## src/design/rds_pkg.sv

```systemverilog
// Shared types and constants for the record descending sorter.
`timescale 1ns / 1ps
package rds_pkg;

  localparam int unsigned WORD_W         = 32;
  localparam int unsigned MAX_RECORD_DEF = 63;
  localparam int unsigned QUEUE_DEPTH    = 2;

  typedef enum logic [1:0] {
    KIND_ELEM,
    KIND_DROP,
    KIND_TERM
  } item_kind_e;

  typedef struct packed {
    item_kind_e               kind;
    logic signed [WORD_W-1:0] word;
  } q_entry_t;

  typedef enum logic {
    BACK_INSERT,
    BACK_EMIT
  } back_state_e;

endpackage

```

## src/design/rds_front.sv

```systemverilog
// Front end: takes words and tags each as element, dropped element or terminator.
`timescale 1ns / 1ps
module rds_front #(
  parameter int unsigned MaxRecord = rds_pkg::MAX_RECORD_DEF
) (
  input  logic                            clk_i,
  input  logic                            rst_ni,
  input  logic                            start,
  input  logic signed [rds_pkg::WORD_W-1:0] word_i,
  input  logic                            q_full_i,
  output logic                            busy,
  output logic                            push_o,
  output rds_pkg::q_entry_t               entry_o
);
  import rds_pkg::*;

  localparam int unsigned CntW = $clog2(MaxRecord + 1);

  logic [CntW-1:0] count_q, count_d;
  logic            accept;

  assign busy   = q_full_i;
  assign accept = start && !q_full_i;
  assign push_o = accept;

  always_comb begin
    count_d       = count_q;
    entry_o.word  = word_i;
    entry_o.kind  = KIND_TERM;
    if (word_i == '0) begin
      entry_o.kind = KIND_TERM;
      if (accept) count_d = '0;
    end else if (count_q < CntW'(MaxRecord)) begin
      entry_o.kind = KIND_ELEM;
      if (accept) count_d = count_q + 1'b1;
    end else begin
      entry_o.kind = KIND_DROP;
    end
  end

  always_ff @(posedge clk_i or negedge rst_ni) begin
    if (!rst_ni) begin
      count_q <= '0;
    end else begin
      count_q <= count_d;
    end
  end

endmodule

```

## config.mk

```make
export PLATFORM = sky130hd
export DESIGN_NAME = rds_front
export DESIGN_NICKNAME = d
export VERILOG_FILES = /design/src/design/rds_pkg.sv /design/src/design/rds_front.sv
export SDC_FILE = /design/constraint.sdc
export NUM_CORES = 1
export LEC_CHECK = 0
export BUFFER_PORTS_ARGS = -buffer_cell sky130_fd_sc_hd__buf_2
export CORE_UTILIZATION = 36
export CTS_BUF_LIST = sky130_fd_sc_hd__clkbuf_4 sky130_fd_sc_hd__clkbuf_8
export CTS_CLUSTER_SIZE = 16
export DETAILED_ROUTE_END_ITERATION = 16
export MAX_ROUTING_LAYER = met4
export PLACE_DENSITY = 0.82
export RECOVER_POWER = 25
export SLEW_MARGIN = 15
export SYNTH_ARGS = -nofsm -noshare
export SYNTH_HDL_FRONTEND = slang
export SYNTH_SLANG_ARGS = --single-unit
```

## constraint.sdc

```tcl
create_clock -name clk_i -period 1.57 [get_ports clk_i]
set_input_delay 0.2355 -clock clk_i [delete_from_list [all_inputs] [get_ports clk_i]]
set_output_delay 0.2355 -clock clk_i [all_outputs]
set_load 0.01 [all_outputs]
```

# Word-level counts from Yosys, hierarchy flattened
# Cells that the tools add are included.
# word_totals
ff_bits	6
latchBits	0
mem_bits_rw	0
mem_bits_ro	0
input_bits	36
output_inout_bits	36
memories	0
# op_classes
add_sub_neg	1
multipliers	0
n_div	0
magnitude_cmp	1
eq_ne	2
shifts	0
n_mux	6
n_bitwise	0
n_reduce_logical	5
# op_table
op	n
32-bit logical NOT	1
6-bit two-way mux	4
6-bit by 1-bit adder with 6-bit output (second input constant)	1
6-bit < comparator (second input constant)	1
2-bit != test (second input constant)	2
3-bit AND reduction	1
2-bit two-way mux	1
2-bit nonzero test	1
1-bit logical AND	1
1-bit logical NOT	1
1-bit two-way mux	1

# Depth between registers and ports, before layout
# Gate-level depths: netlist of the first run.
# depth
ltp_word	5
depth_mapped	6
depth_no_buf	5

# Worst setup path before layout of the first run
# Ideal clock, no wire load.
# synth_path
path_type	input port to output port
start	input word_i[26] in the netlist's numbering
end	output entry_o[32] in the netlist's numbering
t_arrival_ns	1.252
t_required_ns	1.334
slack_ns	0.082
path_stages	4
path_buffers	0
path_cell_list	nor4_1 -> nand2_1 -> nor4_4 -> nor2_1
# synth_rtl
element	line	text
start, declared	rds_front.sv:9	input logic signed [rds_pkg::WORD_W-1:0] word_i,
end, declared	rds_front.sv:13	output rds_pkg::q_entry_t entry_o

==> summary.md, run 1 <==
| Metric | Value |
|---|---|
| Clock root cell | clkbuf_4 |
| Remaining antenna violation count | 0 |
| Drt wl/cell | 11.69 um |
| I/O pins | 72 |
| Final Max Slew Viols | 0 |
| CTS H-tree lvls | 1 |
| Drt first-iter violations | 13 |
| Slowest CP cell | nor4_4 |
| Post-Synth Adder-Cell Area | 1.799% |
| Power per Cell Area | about 850 mW/mm2 |
| PortBufs | 71 |
| Register area share after synthesis | 21.58% |
| Gp weighted congestion | 0.7340 |
| Power, Total | 821.6 uW |
| Placed inst area | approximately 850 um2 |
| Final net count | 167 |
| Cell count after synthesis | 84 |
| Final Hold Violating Endpoints | 0 |
| Setup ws final | 0.05816 ns |
| CTS tree | done |
| Crit path max-delay family | simple AND/OR/NAND/NOR gates |
| Largest family of logic cells by synthesized area | buffers and inverters |
| Crit path capture type | output pin |
| Compound-Gate Fraction of Synth Area | about an eighth |
| Max VDD drop | ~600 uV |
| Starting Density | 39.43% |
| Syn. warnings | 0 |
| Synth area leader | buf_4 |
| Post-Route WL | 1788 um |
| Vias | around 730 |
| Residual DRC | 0 |
| Biggest regs | count_q: 6 flops |
| # diodes | 0 |
| Fin util | 54.61% |
| Setup tns final | 0 ns |
| WHS | 0.3899 ns |
| Crit path buf inv count | 2 |
| Crit path DAT | between 1 and 1.5 ns |
| XOR/XNOR Fraction of Synth Area | 0% |
| Largest reg by FF count | count_q |
| Area fraction of the dominant cell type after synthesis | between 30% and 40% |
| Crit-path max cell delay | about 0.34 ns |
| Largest net degree at the start of global routing | 9 |
| WP depth | 6 |
| Commonest non-fill, non-tap cell in the layout | buf_2 |
| Setup WS pre-CTS | -0.01446 ns |
| Worst EP required | 1.33 ns |
| Final setup violating endpoints | 0 |
| Core region area | 0.001764 mm2 |
| First-pass GRT wire length | 2435 um |
| CP startpoint kind | input port |
| DRT Pass-1 Iters | 4 |
| Clk sinks | 6 |
| Row cnt | 15 |
| Largest register FFs | 6 |
| Number of vias per cell | 4.765 |
| Yosys cell types | 25 |
| Die width | approximately 46 um |
| Post-synthesis simple-gate area fraction | between 20% and 30% |
| Number of global-route vias before repair | between 600 and 700 |
| Skew final | 0.001119 ns |
| Clock Path Buffers | 2 |
| Average size of a mapped cell | 8.282 um2 |
| Layout cells sized above 1 | 67.19% |
| Antenna violations before repair | 0 |
| DIE HEIGHT | 45.96 um |
| Cells after DPL | 148 |
| Detailed Place HPWL | 1411 um |
| Most frequent cells in the layout | buf_2 (65), nand2_1 (5), a21oi_1 (5), clkbuf_1 (5) |
| Num CTS Buffers | 3 |
| Clock Pin Slew Worst Setup and Hold Paths | approximately 0.040 ns |
| Relative slew slack | 77.97% |
| Reg2Reg Depth | 4 |
| Crit-path cells | buf_2 > nor4_2 > nand2_1 > nor4_4 > nor2_1 > buf_2 |
| GR Overflow Total | 0 |
| Total GRT Usage | 16.43% |
| LEAKAGE | 0.4928 nW |
| Mux cell area share after synthesis | 1.439% |
| Final Non-Filler Cells | 153 |
| Register bit total from synthesis | 6 |
| Slew @ Worst Pin | between 0.3 and 0.4 ns |
| Synth top area cells | buf_4 (36%), dfrtp_1 (22%), nor4_1 (7.2%) |
| Hold Crit Class | input port to async pin |
| Netlist Area Pre-Place | 695.7 um2 |
| Critical path fanouts, max | 3 |
| CP most frequent cell | buf_2 |
| FMAX | 0.6614 GHz |
| Clk Latency, worst-skew pair | between 0.2 and 0.25 ns |
| Area grow syn2layout | 38.49% |
| Status | completed |
| Period utilisation layout | 96.30% |
| Fill count | 180 |
| Syn Nets | 121 |
| Tmin final | 1.512 ns |
| Max-Cap Viols | 0 |
| Die area | 0.002112 mm2 |
| Design area | 963.4 um2 |
| Critical path type | input port to output pin |
[cells in the mapped netlist, drive strengths merged]
cell and number:
a211oi 2, a21oi 5, a221oi 1, a311o 1, a41oi 1, and3 3, and4 1, and4b 1
buf 34, clkbuf 1, dfrtp 6, ha 1, inv 2, mux2i 1, nand2 5, nand3 1
nand4 2, nor2 2, nor2b 1, nor3 1, nor4 9, o211ai 2, or2 1
[final timing paths]
path                       startpoint     endpoint  slack [ns]
max in group asynchronous      rst_ni   count_q[0]        0.94
min reg2reg                count_q[4]   count_q[4]        0.66
min                            rst_ni   count_q[3]        0.39
max reg2reg                count_q[1]   count_q[1]        0.25
min in group clk_i           q_full_i   count_q[1]        0.49
max                         word_i[9]  entry_o[32]        0.06
[worst reg2reg max path, cell delays in order, from the launching register on]
cell and delay, ns:
dfrtp_1 0.45, ha_4 0.20, nand3_2 0.11, a311o_1 0.34, a21oi_1 0.13
[where the power goes]
group	switching, mW	internal [mW]	total (mW)
logic	0.187	0.188	0.375
clock network	0.0446	0.0857	0.130
registers	0.0916	0.225	0.316
[cells by family (layout without fill, tap and decap cells)]
family | Yosys count | after routing
fa+ha+maj | 1 | 1
compound gates | 12 | 12
flops | 6 | 6
mux | 1 | 1
simple gates | 27 | 27
buf+inv | 37 | 81
[what timing repair did]
item / 4_1_cts / 5_1_grt
hold buffers: 1 / 0
pin swaps: 1 / 5
hold endpoints to repair: 6 / 0
setup endpoints to repair: 1 / 2
buffers inserted: 0 / 1
gates resized for setup: 1 / 13
gates cloned: 0 / 0
[layout make-up]
| type | instances | area [um2] | share of cell area [%] |
|---|---|---|---|
| clock buffers | 3 | 22.52 | 2.338 |
| inverters | 2 | 7.507 | 0.7792 |
| multi-input cells | 41 | 354.1 | 36.75 |
| flip-flops and latches | 6 | 152.6 | 15.84 |
| well taps | 25 | 31.28 | 3.247 |
| repair buffers | 76 | 395.4 | 41.04 |
[layer usage]
layer | vias to the layer above | wire length, um | GRT usage, %
met1 | 327 | 691 | 17.55
met2 | 34 | 978 | 29.58
li1 | 366 | - | -
met3 | 2 | 102 | 2.381
met5 | - | 0 | -
met4 | 0 | 14 | 7.059
Power figures use the tool's default switching activity.
==> run 2: changes to the inputs <==
--- a/config.mk
+++ b/config.mk
@@ -13,6 +13,7 @@
 export MAX_ROUTING_LAYER = met4
 export PLACE_DENSITY = 0.82
 export RECOVER_POWER = 25
+export REMOVE_ABC_BUFFERS = 1
 export SLEW_MARGIN = 15
 export SYNTH_ARGS = -nofsm -noshare
 export SYNTH_HDL_FRONTEND = slang
==> summary.md, run 2 (synthesized netlist as in run 1, its figures left out) <==
| Metric | Value |
|---|---|
| Status | completed |
| FMAX | 0.6654 GHz (+0.60%) |
| Crit path capture type | output pin |
| Drt first-iter violations | 10 (-3) |
| Setup tns final | 0 ns (unchanged) |
| I/O pins | 72 (unchanged) |
| DIE HEIGHT | 45.96 um (unchanged) |
| Antenna violations before repair | 0 (unchanged) |
| WHS | 0.3941 ns (+0.004228 ns) |
| Most frequent cells in the layout | buf_2 (64), clkbuf_1 (6), nor4_2 (5), a21oi_1 (5) |
| Largest register FFs | 6 (unchanged) |
| Post-Route WL | 2101 um (+18%) |
| Starting Density | 39.43% (unchanged) |
| Gp weighted congestion | 0.8870 (+21%) |
| Cells after DPL | 148 (unchanged) |
| Relative slew slack | 71.09% (-6.9 points) |
| Die width | 45.96 um (unchanged) |
| Slew @ Worst Pin | 0.4327 ns (+0.1030 ns) |
| Max VDD drop | 582.1 uV (-1.3%) |
| Tmin final | 1.503 ns (-0.009020 ns) |
| Final net count | 167 (unchanged) |
| Period utilisation layout | 95.72% (-0.57 points) |
| Max-Cap Viols | 0 (unchanged) |
| Number of global-route vias before repair | 718 (+14%) |
| Final Hold Violating Endpoints | 0 (unchanged) |
| Reg2Reg Depth | 4 (unchanged) |
| PortBufs | 71 (unchanged) |
| Crit path DAT | 1.27 ns (about the same) |
| Power per Cell Area | 861.8 mW/mm2 (+1.1%) |
| Fin util | 55.32% (+0.71 points) |
| Clock Path Buffers | 2 (unchanged) |
| Detailed Place HPWL | 1674 um (+19%) |
| Setup WS pre-CTS | 0.02390 ns (+0.03836 ns) |
| # diodes | 0 (unchanged) |
| LEAKAGE | 0.4904 nW (-0.49%) |
| Biggest regs | count_q: 6 flops |
| CP startpoint kind | flop |
| Register area | 152.6 um2 (unchanged) |
| CTS tree | done |
| Setup ws final | 0.06718 ns (+0.009021 ns) |
| Clock Pin Slew Worst Setup and Hold Paths | 0.04 ns (about the same) |
| Largest reg by FF count | count_q |
| R2r startpoint | count_q[3] |
| Drt wl/cell | 13.73 um (+18%) |
| First-pass GRT wire length | 3056 um (+26%) |
| Commonest non-fill, non-tap cell in the layout | buf_2 |
| Fill count | 168 (-6.7%) |
| Final Max Slew Viols | 0 (unchanged) |
| Clk sinks | 6 (unchanged) |
| Worst r2r dst | count_q[1] |
| Area grow syn2layout | 40.29% |
| Final Non-Filler Cells | 153 (unchanged) |
| Residual DRC | 0 (unchanged) |
| Hold Crit Class | input port to async pin |
| Design area | 975.9 um2 (+1.3%) |
| Total GRT Usage | 20.62% (+4.2 points) |
| Reg2reg setup slack | 0.25 ns (about the same) |
| Largest net degree at the start of global routing | 8 (-1) |
| Layout cells sized above 1 | 68.75% (+1.6 points) |
| DRT Pass-1 Iters | 4 (unchanged) |
| GR Overflow Total | 0 (unchanged) |
| Die area | 0.002112 mm2 (unchanged) |
| Final setup violating endpoints | 0 (unchanged) |
| Placed inst area | 848.3 um2 (unchanged) |
| RSZ-0062 raised after global routing | no |
| Clock root cell | clkbuf_4 |
| Vias | 754 (+3.4%) |
| CTS H-tree lvls | 1 (unchanged) |
| Critical path fanouts, max | 5 (+2) |
| Critical path type | flop to output pin |
| Number of vias per cell | 4.928 (+3.4%) |
| Num CTS Buffers | 3 (unchanged) |
| Skew final | 0.003210 ns (+0.002092 ns) |
| Worst EP required | 1.33 ns (about the same) |
| Row cnt | 15 (unchanged) |
| Core region area | 0.001764 mm2 (unchanged) |
| Power, Total | 841.1 uW (+2.4%) |
| Remaining antenna violation count | 0 (unchanged) |
| Multi-input logic area | 367.9 um2 (+3.9%) |
| Clk Latency, worst-skew pair | 0.23 ns (about the same) |
-- run 2: cell count changes in the layout (fill, tap and decap cells not counted) --
cell and change:
buf_2 -1, nand2_1 -1, nor4_2 +1, clkbuf_1 +1, nand2_2 +1, nor4_1 -1, and3_1 -1, and3_4 +1
-- run 2: area by class of cell --
class / count / area share [%]
multi-input combinational: 41 / 37.69
timing repair buffer: 76 / 40.38
sequential: 6 / 15.64
clock buffer: 3 / 2.308
tap: 25 / 3.205
inverter: 2 / 0.7692
-- run 2: worst max-delay path, stage by stage, from the launching register on --
cell and delay [ns]:
dfrtp_1 0.41, and3_4 0.22, nand3_2 0.12, nor2_1 0.14, buf_2 0.14
-- run 2: power by group --
| part | switching (mW) | total (mW) | internal [mW] |
|---|---|---|---|
| sequential | 0.0908 | 0.316 | 0.225 |
| clock | 0.0471 | 0.133 | 0.0859 |
| combinational | 0.197 | 0.393 | 0.196 |
-- run 2: worst max-delay path by stage --
stage / startpoint / to / slack, ns / cells after the start
floorplan: start / count_q[3] / 0.006 / 4
global placement: word_i[25] / entry_o[32] / 0.05 / 6
detailed placement: word_i[25] / entry_o[32] / 0.02 / 6
CTS: word_i[25] / entry_o[32] / 0.02 / 6
global route: word_i[9] / entry_o[32] / 0.004 / 6
finish: count_q[3] / entry_o[32] / 0.07 / 4
-- run 2: metal layers --
layer  up-vias  routed length (um)  GRT usage [%]
li1        367                   -              -
met1       357                 866          27.40
met2        30                1133          32.96
met3         0                 101          1.190
met4         0                   0          7.059
met5         -                   0              -
-- run 2: repair_timing --
action | 4_1_cts | 5_1_grt
cloned | 0 | 0
hold endpoints to repair | 6 | 0
setup buffers | 0 | 1
setup endpoints to repair | 1 | 2
gates resized for setup | 2 | 16
pin swaps | 0 | 4
hold buffers | 1 | 0
