--- src/design/rds_pkg.sv ---
// Shared types and constants for the record descending sorter.
`timescale 1ns / 1ps
package rds_pkg;

  localparam int unsigned WORD_W         = 32;
  localparam int unsigned MAX_RECORD_DEF = 63;
  localparam int unsigned QUEUE_DEPTH    = 2;

  typedef enum logic [1:0] {
    KIND_ELEM,
    KIND_DROP,
    KIND_TERM
  } item_kind_e;

  typedef struct packed {
    item_kind_e               kind;
    logic signed [WORD_W-1:0] word;
  } q_entry_t;

  typedef enum logic {
    BACK_INSERT,
    BACK_EMIT
  } back_state_e;

endpackage

--- src/design/rds_queue.sv ---
// Short queue of tagged words between front and back.
`timescale 1ns / 1ps
module rds_queue (
  input  logic              clk_i,
  input  logic              rst_ni,
  input  logic              push_i,
  input  rds_pkg::q_entry_t entry_i,
  input  logic              pop_i,
  output logic              full_o,
  output logic              empty_o,
  output rds_pkg::q_entry_t entry_o
);
  import rds_pkg::*;

  localparam int unsigned PtrW = $clog2(QUEUE_DEPTH);
  localparam int unsigned LvlW = $clog2(QUEUE_DEPTH + 1);

  q_entry_t        mem_q [QUEUE_DEPTH];
  logic [PtrW-1:0] wr_ptr_q, rd_ptr_q;
  logic [LvlW-1:0] level_q;
  logic            do_push, do_pop;

  assign full_o  = (level_q == LvlW'(QUEUE_DEPTH));
  assign empty_o = (level_q == '0);
  assign do_push = push_i && !full_o;
  assign do_pop  = pop_i && !empty_o;
  assign entry_o = mem_q[rd_ptr_q];

  always_ff @(posedge clk_i) begin
    if (do_push) mem_q[wr_ptr_q] <= entry_i;
  end

  always_ff @(posedge clk_i or negedge rst_ni) begin
    if (!rst_ni) begin
      wr_ptr_q <= '0;
      rd_ptr_q <= '0;
      level_q  <= '0;
    end else begin
      if (do_push) wr_ptr_q <= wr_ptr_q + 1'b1;
      if (do_pop)  rd_ptr_q <= rd_ptr_q + 1'b1;
      if (do_push && !do_pop)      level_q <= level_q + 1'b1;
      else if (do_pop && !do_push) level_q <= level_q - 1'b1;
    end
  end

endmodule

--- config.mk ---
export PLATFORM = sky130hd
export DESIGN_NAME = rds_queue
export DESIGN_NICKNAME = d
export VERILOG_FILES = /design/src/design/rds_pkg.sv /design/src/design/rds_queue.sv
export SDC_FILE = /design/constraint.sdc
export NUM_CORES = 1
export LEC_CHECK = 0
export ABC_AREA = 1
export BUFFER_PORTS_ARGS = -buffer_cell sky130_fd_sc_hd__buf_2
export CORE_MARGIN = 2
export CORE_UTILIZATION = 42
export DETAILED_ROUTE_END_ITERATION = 8
export PLACE_DENSITY = 0.66
export SKIP_CTS_REPAIR_TIMING = 1
export SLEW_MARGIN = 5
export SYNTH_ARGS = -nofsm -noshare
export SYNTH_HDL_FRONTEND = slang
export SYNTH_SLANG_ARGS = --single-unit
export TNS_END_PERCENT = 30
--- constraint.sdc ---
create_clock -name clk_i -period 2.8 [get_ports clk_i]
set_input_delay 0.28 -clock clk_i [delete_from_list [all_inputs] [get_ports clk_i]]
set_output_delay 0.28 -clock clk_i [all_outputs]
set_load 0.005 [all_outputs]
# --- Yosys cells after proc, flatten, opt, wreduce, memory -nomap -nowiden ---
# Memories as Yosys holds them, arrays and structs flattened.
# Index checks and enable logic that the tools add are counted.
totals:
  elab_cells: 23
  reg_bits: 4
  out_inout_bits: 36
  mem_bits_rw: 68
  mem_count: 1
mem_list:
  columns: ["name", "words", "word_bits", "read_ports", "rd_ports_with_merged_regs", "write_ports", "line_no", "source"]
  rows:
  - ["mem_q", 2, 34, 1, 0, 1, "rds_queue.sv:18", "q_entry_t mem_q [QUEUE_DEPTH];"]
op_classes:
  muxes: 4
  n_eq_ne: 1
  reduce_logical: 10
  n_addsub: 4
ops:
  columns: ["operator", "count"]
  rows:
  - ["1-bit logical AND", 4]
  - ["1-bit zero test", 4]
  - ["2-bit two-way mux", 2]
  - ["1-bit adder (second input constant)", 2]
  - ["2-bit by 1-bit adder with 2-bit output (second input constant)", 1]
  - ["2-bit equality test (second input constant)", 1]
  - ["2-bit zero test", 1]
  - ["1-bit two-way mux", 2]
  - ["2-bit nonzero test", 1]
  - ["2-bit by 1-bit subtractor with 2-bit output (second input constant)", 1]

# --- Logic depth before layout (Yosys ltp) ---
# Gate-level depths: netlist (run 1).
logic_depth:
  word_depth: 7
  depth_mapped: 9

# --- Least setup slack after synthesis (run 1) ---
# Ideal clock, no wire load.
synth_path:
  path_kind: "flip-flop to flip-flop"
  from: "register level_q[0]"
  to: "memory mem_q[1][0] (netlist name) (enable)"
  path_buffers: 0
  path_stages_with_launch: 3
  setup_slack_ns: 0.385
  setup_time_ns: 0.425
  required_time_ns: 2.375
  arrival_time_ns: 1.990
  cell_sequence: "dfrtp_1 -> o21ai_1 -> nor2_1"
synth_between:
  elab_chain_cells: 5
synth_lines:
  columns: ["element", "line_no", "source"]
  rows:
  - ["from (decl)", "rds_queue.sv:20", "logic [LvlW-1:0] level_q;"]
  - ["from (signal assigned)", "rds_queue.sv:41", "if (do_push && !do_pop) level_q <= level_q + 1'b1;"]
  - ["from (signal assigned)", "rds_queue.sv:42", "else if (do_pop && !do_push) level_q <= level_q - 1'b1;"]
  - ["2-bit equality test", "rds_queue.sv:23", "assign full_o = (level_q == LvlW'(QUEUE_DEPTH));"]
  - ["1-bit zero test", "rds_queue.sv:25", "assign do_push = push_i && !full_o;"]
  - ["1-bit logical AND", "rds_queue.sv:25", null]
  - ["1-bit two-way mux", "rds_queue.sv:30", "if (do_push) mem_q[wr_ptr_q] <= entry_i;"]
  - ["1-bit two-way mux (implied by the code)", "rds_queue.sv:30", null]
  - ["to (decl)", "rds_queue.sv:18", null]
# No other way between the ends.

==> results of run 1 <==
registers in the layout, indices dropped and copies added (netlist names):
name      flops
wr_ptr_q      1
level_q       2
rd_ptr_q      1
mem_q        68
stage by stage:
step           area [µm²]  setup slack, ns  power, µW  hold WS [ns]  cells
2_1_floorplan        2710            0.385       2190       -0.0156    209
3_3_place_gp         3170             1.15       2590        0.0955    356
3_5_place_dp         3170             1.12       2610        0.0977    356
4_1_cts              3340            0.750       3360        -0.265    372
5_1_grt              3350            0.646       3540         0.119    373
6_report             3350            0.771       3300         0.138    373
cells in the final DEF (no fill, tap or decap):
cell and instances:
bufinv_16 1, clkinv_1 2, buf_4 4, buf_2 73, inv_2 1, nor2_2 1, dfrtp_1 4, nor2_4 2
nand4_1 1, clkbuf_8 9, o21ai_1 2, inv_4 1, inv_1 6, nand3b_1 1, nor2_1 1, edfxtp_1 68
nand2_1 111, clkinv_2 2, nand3_1 1, dlygate4sd3_1 1, ha_1 1, xnor2_1 1, clkbuf_1 2
area by class of cell:
cell class / count / share of cell area (%)
clock inverters: 5 / 1.42
clock buffers: 11 / 3.92
flip-flops and latches: 72 / 63.9
well taps: 77 / 2.87
repair buffers: 78 / 12.1
inverters: 8 / 0.970
multi-input cells: 122 / 14.9
worst paths after layout:
kind / startpoint / end / slack (ns) / cells past startpoint
max: rd_ptr_q / entry_o[12] / 0.77 / 4
max in group asynchronous: rst_ni / rd_ptr_q / 2.35 / 2
min: entry_i[12] / mem_q[1][12] / 0.14 / 1
min in group asynchronous: rst_ni / level_q[0] / 0.32 / 2
min reg2reg: wr_ptr_q / wr_ptr_q / 0.50 / 2
max reg2reg: level_q[0] / mem_q[1][0] / 1.30 / 3
layer usage:
layer	part of all wire (%)	routed length [µm]	up-vias	GRT usage [%]
li1	-	-	860	-
met1	40	1840	748	15.2
met2	54	2440	46	23.5
met3	5.3	242	4	4.13
met4	0.79	36	0	6.49
met5	0	0	-	0
cells by family (layout without fill, tap and decap cells):
group                    Yosys count  in the layout
flip-flops                        72             72
AND/OR/NAND/NOR                  118            118
AO/OA/AOI/OAI                      2              2
adder cells (fa/ha/maj)            1              1
XOR/XNOR                           1              1
buffers and inverters             15            102
report_power, final:
group          switching [µW]  total, µW  internal [µW]
registers                 115       1590           1470
logic                     593        976            384
clock network             335        738            403
==> results.json, run 1 <==
{
  "yosys_register_bits": 72,
  "required_ns": 2.52,
  "synth_top_family_by_area": "simple AND/OR/NAND/NOR gates",
  "clk_latency_ns": 0.32,
  "die_h_um": 84.3,
  "worstHoldPathType": "primary input to flop",
  "crit_path_end_kind": "output pin",
  "fin_crit_sh_pct": 72.5,
  "synthAdderAreaFrac_pct": 0.461,
  "synth_warnings": 0,
  "seq_area_frac_synth_pct": 79.0,
  "clock-sinks": 72,
  "drtAntennaViolNets": 0,
  "grt_pass1_wl_um": 7310,
  "cp_common_cell": "nand2_1",
  "vdd_drop_max_mv": 0.499,
  "cts_tree": "yes",
  "critPathArrivalTime_ns": 1.75,
  "synth_nets": 248,
  "grt_max_degree": 36,
  "crit_fanout": 35,
  "path_delay_family": "flip-flops",
  "synth_cell_types": 17,
  "crit_buf_inv": 2,
  "syn_area_um2": 2710,
  "synth_top_area_share_pct": 75.3,
  "cts_buffer_depth": 2,
  "finalSetupTns_ns": 0,
  "htree_num_levels": 3,
  "max_cap_viol_count": 0,
  "synth_top_area_cell": "edfxtp_1",
  "setup_viol": 0,
  "antenna_found_initial": 0,
  "max_freq_ghz": 0.493,
  "start_kind": "flop",
  "synth.most_common_cell": "nand2_1",
  "first_pass_iters": 4,
  "cts_inserted_buffers": 9,
  "ios": 74,
  "synth-xor-area-share_pct": 0.323,
  "detail_route.vias_per_cell": 4.45,
  "slew_headroom_pct": 55.1,
  "fp.dieW_um": 84.3,
  "grt_pass1_vias": 1634,
  "dp.final_hpwl_um": 2990,
  "start_util_pct": 42.9,
  "tightest_slew_ns": 0.673,
  "wire_per_inst_um": 12.2,
  "cp_slowest_stage_delay_ns": 0.77,
  "clk_pin_slew_worst_paths_ns": 0.07,
  "ys_top_cells_by_area": "edfxtp_1, nand2_1, dfrtp_1",
  "layout_min_cycle_time_ns": 2.03,
  "io_buffers": 73,
  "areaGrowthSynthToFinish_pct": 23.7,
  "drt-initial-drc-count": 48,
  "multiInputGateArea_um2": 499,
  "final_util_pct": 53.1,
  "avgSynthCellArea_um2": 13.0,
  "diodes": 0,
  "gp_congestion": 0.739,
  "nNetsFinal": 330,
  "core_area_um2": 6310,
  "grt_util_all_layers_pct": 13.5,
  "synthCells": 209,
  "ys.flop_type": "edfxtp_1",
  "seqCellArea_um2": 2140,
  "synth_compound_area_share_pct": 0.369,
  "synth_enable_flop_cells": 68,
  "yosys-top-cells-count": "nand2_1, edfxtp_1, inv_1",
  "finClkSkew_ns": 0.00319,
  "leakagePower_uw": 0.00148,
  "nFillCells": 558,
  "cpMaxStageDelayCell": "dfrtp_1",
  "crit_type": "flop to output pin",
  "drcViolationCount": 0,
  "crit_chain": "inv_4 -> nand2_1 -> nand2_1 -> buf_2",
  "synth.mux.area_fraction_pct": 0,
  "clockRootBuffer": "clkbuf_8",
  "status": "complete, no violations",
  "async_reset_ff_share_pct": 5.56,
  "drive_gt1_share_pct": 31.8,
  "finalHoldViolCount": 0,
  "num_rows": 29,
  "powerDensity_nw_per_um2": 984,
  "routed-via-count": 1658,
  "finalWirelength_um": 4560,
  "rsz0062_at_grt": "false",
  "timing.final.max_slew_violations": 0,
  "grt-ovfl-total": 0,
  "yosys.area_share.simple_pct": 17.0,
  "dieArea_um2": 7110
}
(Power assumes the default switching activity.)
==> run 2: changes to the inputs <==
--- a/config.mk
+++ b/config.mk
@@ -10,7 +10,7 @@
 export CORE_MARGIN = 2
 export CORE_UTILIZATION = 42
 export DETAILED_ROUTE_END_ITERATION = 8
-export PLACE_DENSITY = 0.66
+export PLACE_DENSITY = 0.69
 export SKIP_CTS_REPAIR_TIMING = 1
 export SLEW_MARGIN = 5
 export SYNTH_ARGS = -nofsm -noshare
==> constraint.sdc (replaced) <==
create_clock -name clk_i -period 1.6 [get_ports clk_i]
set_input_delay 0.16 -clock clk_i [delete_from_list [all_inputs] [get_ports clk_i]]
set_output_delay 0.16 -clock clk_i [all_outputs]
set_load 0.005 [all_outputs]
==> run 2 against run 1 <==
Largest power group unchanged. Wire length increased by 1.3%. Sequential power increased by 70%. Sequential share of layout area decreased by 1.4 points. Non-clock buffer count increased by 4. Critical path type unchanged. Critical endpoint is now entry_o[17]. First-iteration DRC count increased by 67%. Utilization increased by 1.2 points. Count of clock-buffer cells in the layout decreased by 1. Cell area increased by 2.2%. Worst setup slack got worse by 0.68 ns. Worst hold slack got worse by 0.12 ns.
==> results.json, run 2 (same netlist as run 1, synthesis figures left out) <==
{
  "largest_reg_flops": 68,
  "worstReg2RegStart": "level_q[0]",
  "vdd_drop_max_mv": 0.757,
  "met3_usage_pct": 3.83,
  "slew_headroom_pct": 76.7,
  "first_pass_iters": 4,
  "gp_congestion": 0.667,
  "worstHoldPathType": "primary input to flop",
  "crit_start": "rd_ptr_q",
  "diodes": 0,
  "ff2ff_setup_slack_ns": 0.13,
  "grt_pass1_wl_um": 7190,
  "timing.final.max_slew_violations": 0,
  "setup_viol": 0,
  "start_util_pct": 42.9,
  "leakagePower_uw": 0.00151,
  "dieArea_um2": 7110,
  "routed-via-count": 1717,
  "finalWirelength_um": 4620,
  "grt_max_degree": 36,
  "cpMaxStageDelayCell": "dfrtp_1",
  "grt_pass1_vias": 1617,
  "clk_latency_ns": 0.33,
  "grt-ovfl-total": 0,
  "htree_num_levels": 3,
  "crit_chain": "buf_4 -> nand2_1 -> nand2_1 -> buf_2",
  "nFillCells": 552,
  "wire_per_inst_um": 12.2,
  "crit_path_end_kind": "output pin",
  "io_buffers": 73,
  "path_delay_family": "buffers and inverters",
  "critPathArrivalTime_ns": 1.35,
  "grt_util_all_layers_pct": 13.6,
  "layout_min_cycle_time_ns": 1.51,
  "ios": 74,
  "grt_use_met2_pct": 24.3,
  "num_rows": 29,
  "fin_crit_sh_pct": 94.1,
  "dpl-instance-area_um2": 3190,
  "die_h_um": 84.3,
  "dp.final_hpwl_um": 3030,
  "cts_inserted_buffers": 9,
  "start_kind": "flop",
  "rsz0062_at_grt": "true",
  "clockRootBuffer": "clkbuf_8",
  "max_cap_viol_count": 0,
  "max_freq_ghz": 0.664,
  "crit_type": "flop to output pin",
  "layout_commonest_cell": "nand2_1",
  "finClkSkew_ns": 0.00587,
  "top_regs": "mem_q x68, level_q x2",
  "finalSetupTns_ns": 0,
  "finalHoldViolCount": 0,
  "clk_pin_slew_worst_paths_ns": 0.07,
  "min_from": "entry_i[27]",
  "drtAntennaViolNets": 0,
  "clock-sinks": 72,
  "final_util_pct": 54.3,
  "crit_fanout": 26,
  "cts_buffer_depth": 2,
  "drive_gt1_share_pct": 32.3,
  "fp.dieW_um": 84.3,
  "powerDensity_nw_per_um2": 1720,
  "antenna_found_initial": 0,
  "stdcell_area_um2": 3430,
  "detail_route.vias_per_cell": 4.55,
  "required_ns": 1.44,
  "grt_most_used_layer": "met2",
  "areaGrowthSynthToFinish_pct": 26.4,
  "crit_buf_inv": 2,
  "drcViolationCount": 0,
  "cts_tree": "yes",
  "core_area_um2": 6310,
  "cp_common_cell": "nand2_1",
  "use_met1_pct": 14.3,
  "regMostFlops": "mem_q",
  "nNetsFinal": 334,
  "status": "complete, no violations",
  "tightest_slew_ns": 0.350,
  "final_cell_mix": "nand2_1, buf_2, edfxtp_1, clkbuf_8, inv_1",
  "cp_slowest_stage_delay_ns": 0.41,
  "drt-initial-drc-count": 80
}
-- run 2: changes by cell type in the layout (fill, tap and decap cells not counted) --
cell and change:
buf_12 +2, dlygate4sd3_1 +4, clkinv_1 -2, clkinvlp_4 +2
clkbuf_1 -1, clkinv_2 +1, buf_4 -2
-- run 2: worst reg2reg max path, delay by kind of cell, from the launching register on --
kind	cells	cell delay [ns]
buf+inv	1	0.09
fa+ha+maj	1	0.32
flops	1	0.47
simple gates	5	0.49
-- run 2: metrics by stage --
step                std cells  worst slack, ns  hold slack [ns]  total power, µW
floorplan                 209           -0.130           -0.136             3830
global route              377          -0.0225          0.00108             6300
detailed placement        356            0.172          -0.0214             4650
CTS                       372           0.0539           -0.386             5980
finish                    377           0.0946           0.0206             5880
global placement          356            0.278          -0.0280             4590
-- run 2: area by class of cell --
cell class	count	area, µm²	area share, %
Clock buffer	10	128	3.72
Inverter	8	32.5	0.949
Tap cell	77	96.3	2.81
Multi-Input combinational cell	122	499	14.6
Timing Repair Buffer	82	470	13.7
Clock inverter	6	60.1	1.75
Sequential cell	72	2140	62.5
-- run 2: final timing paths --
| kind | endpoint | cells past startpoint |
|---|---|---|
| worst max-delay path | entry_o[17] | 4 |
| worst min-delay path | mem_q[1][27] | 1 |
| worst max register to register | level_q[1] | 7 |
| worst min register to register | wr_ptr_q | 2 |
| max in group asynchronous | rd_ptr_q | 2 |
| min in group asynchronous | level_q[0] | 2 |
-- run 2: per-layer routing --
metal  vias up  share of wire, %
met4         0               2.4
met3        12               5.5
met2        55                52
met5         -                 0
li1        868                 -
met1       782                40
-- run 2: power by group --
group          leakage [µW]  internal, µW  switching [µW]  total, µW
combinational      0.000735           725            1130       1850
clock             0.0000920           711             602       1310
sequential         0.000681          2570             141       2710
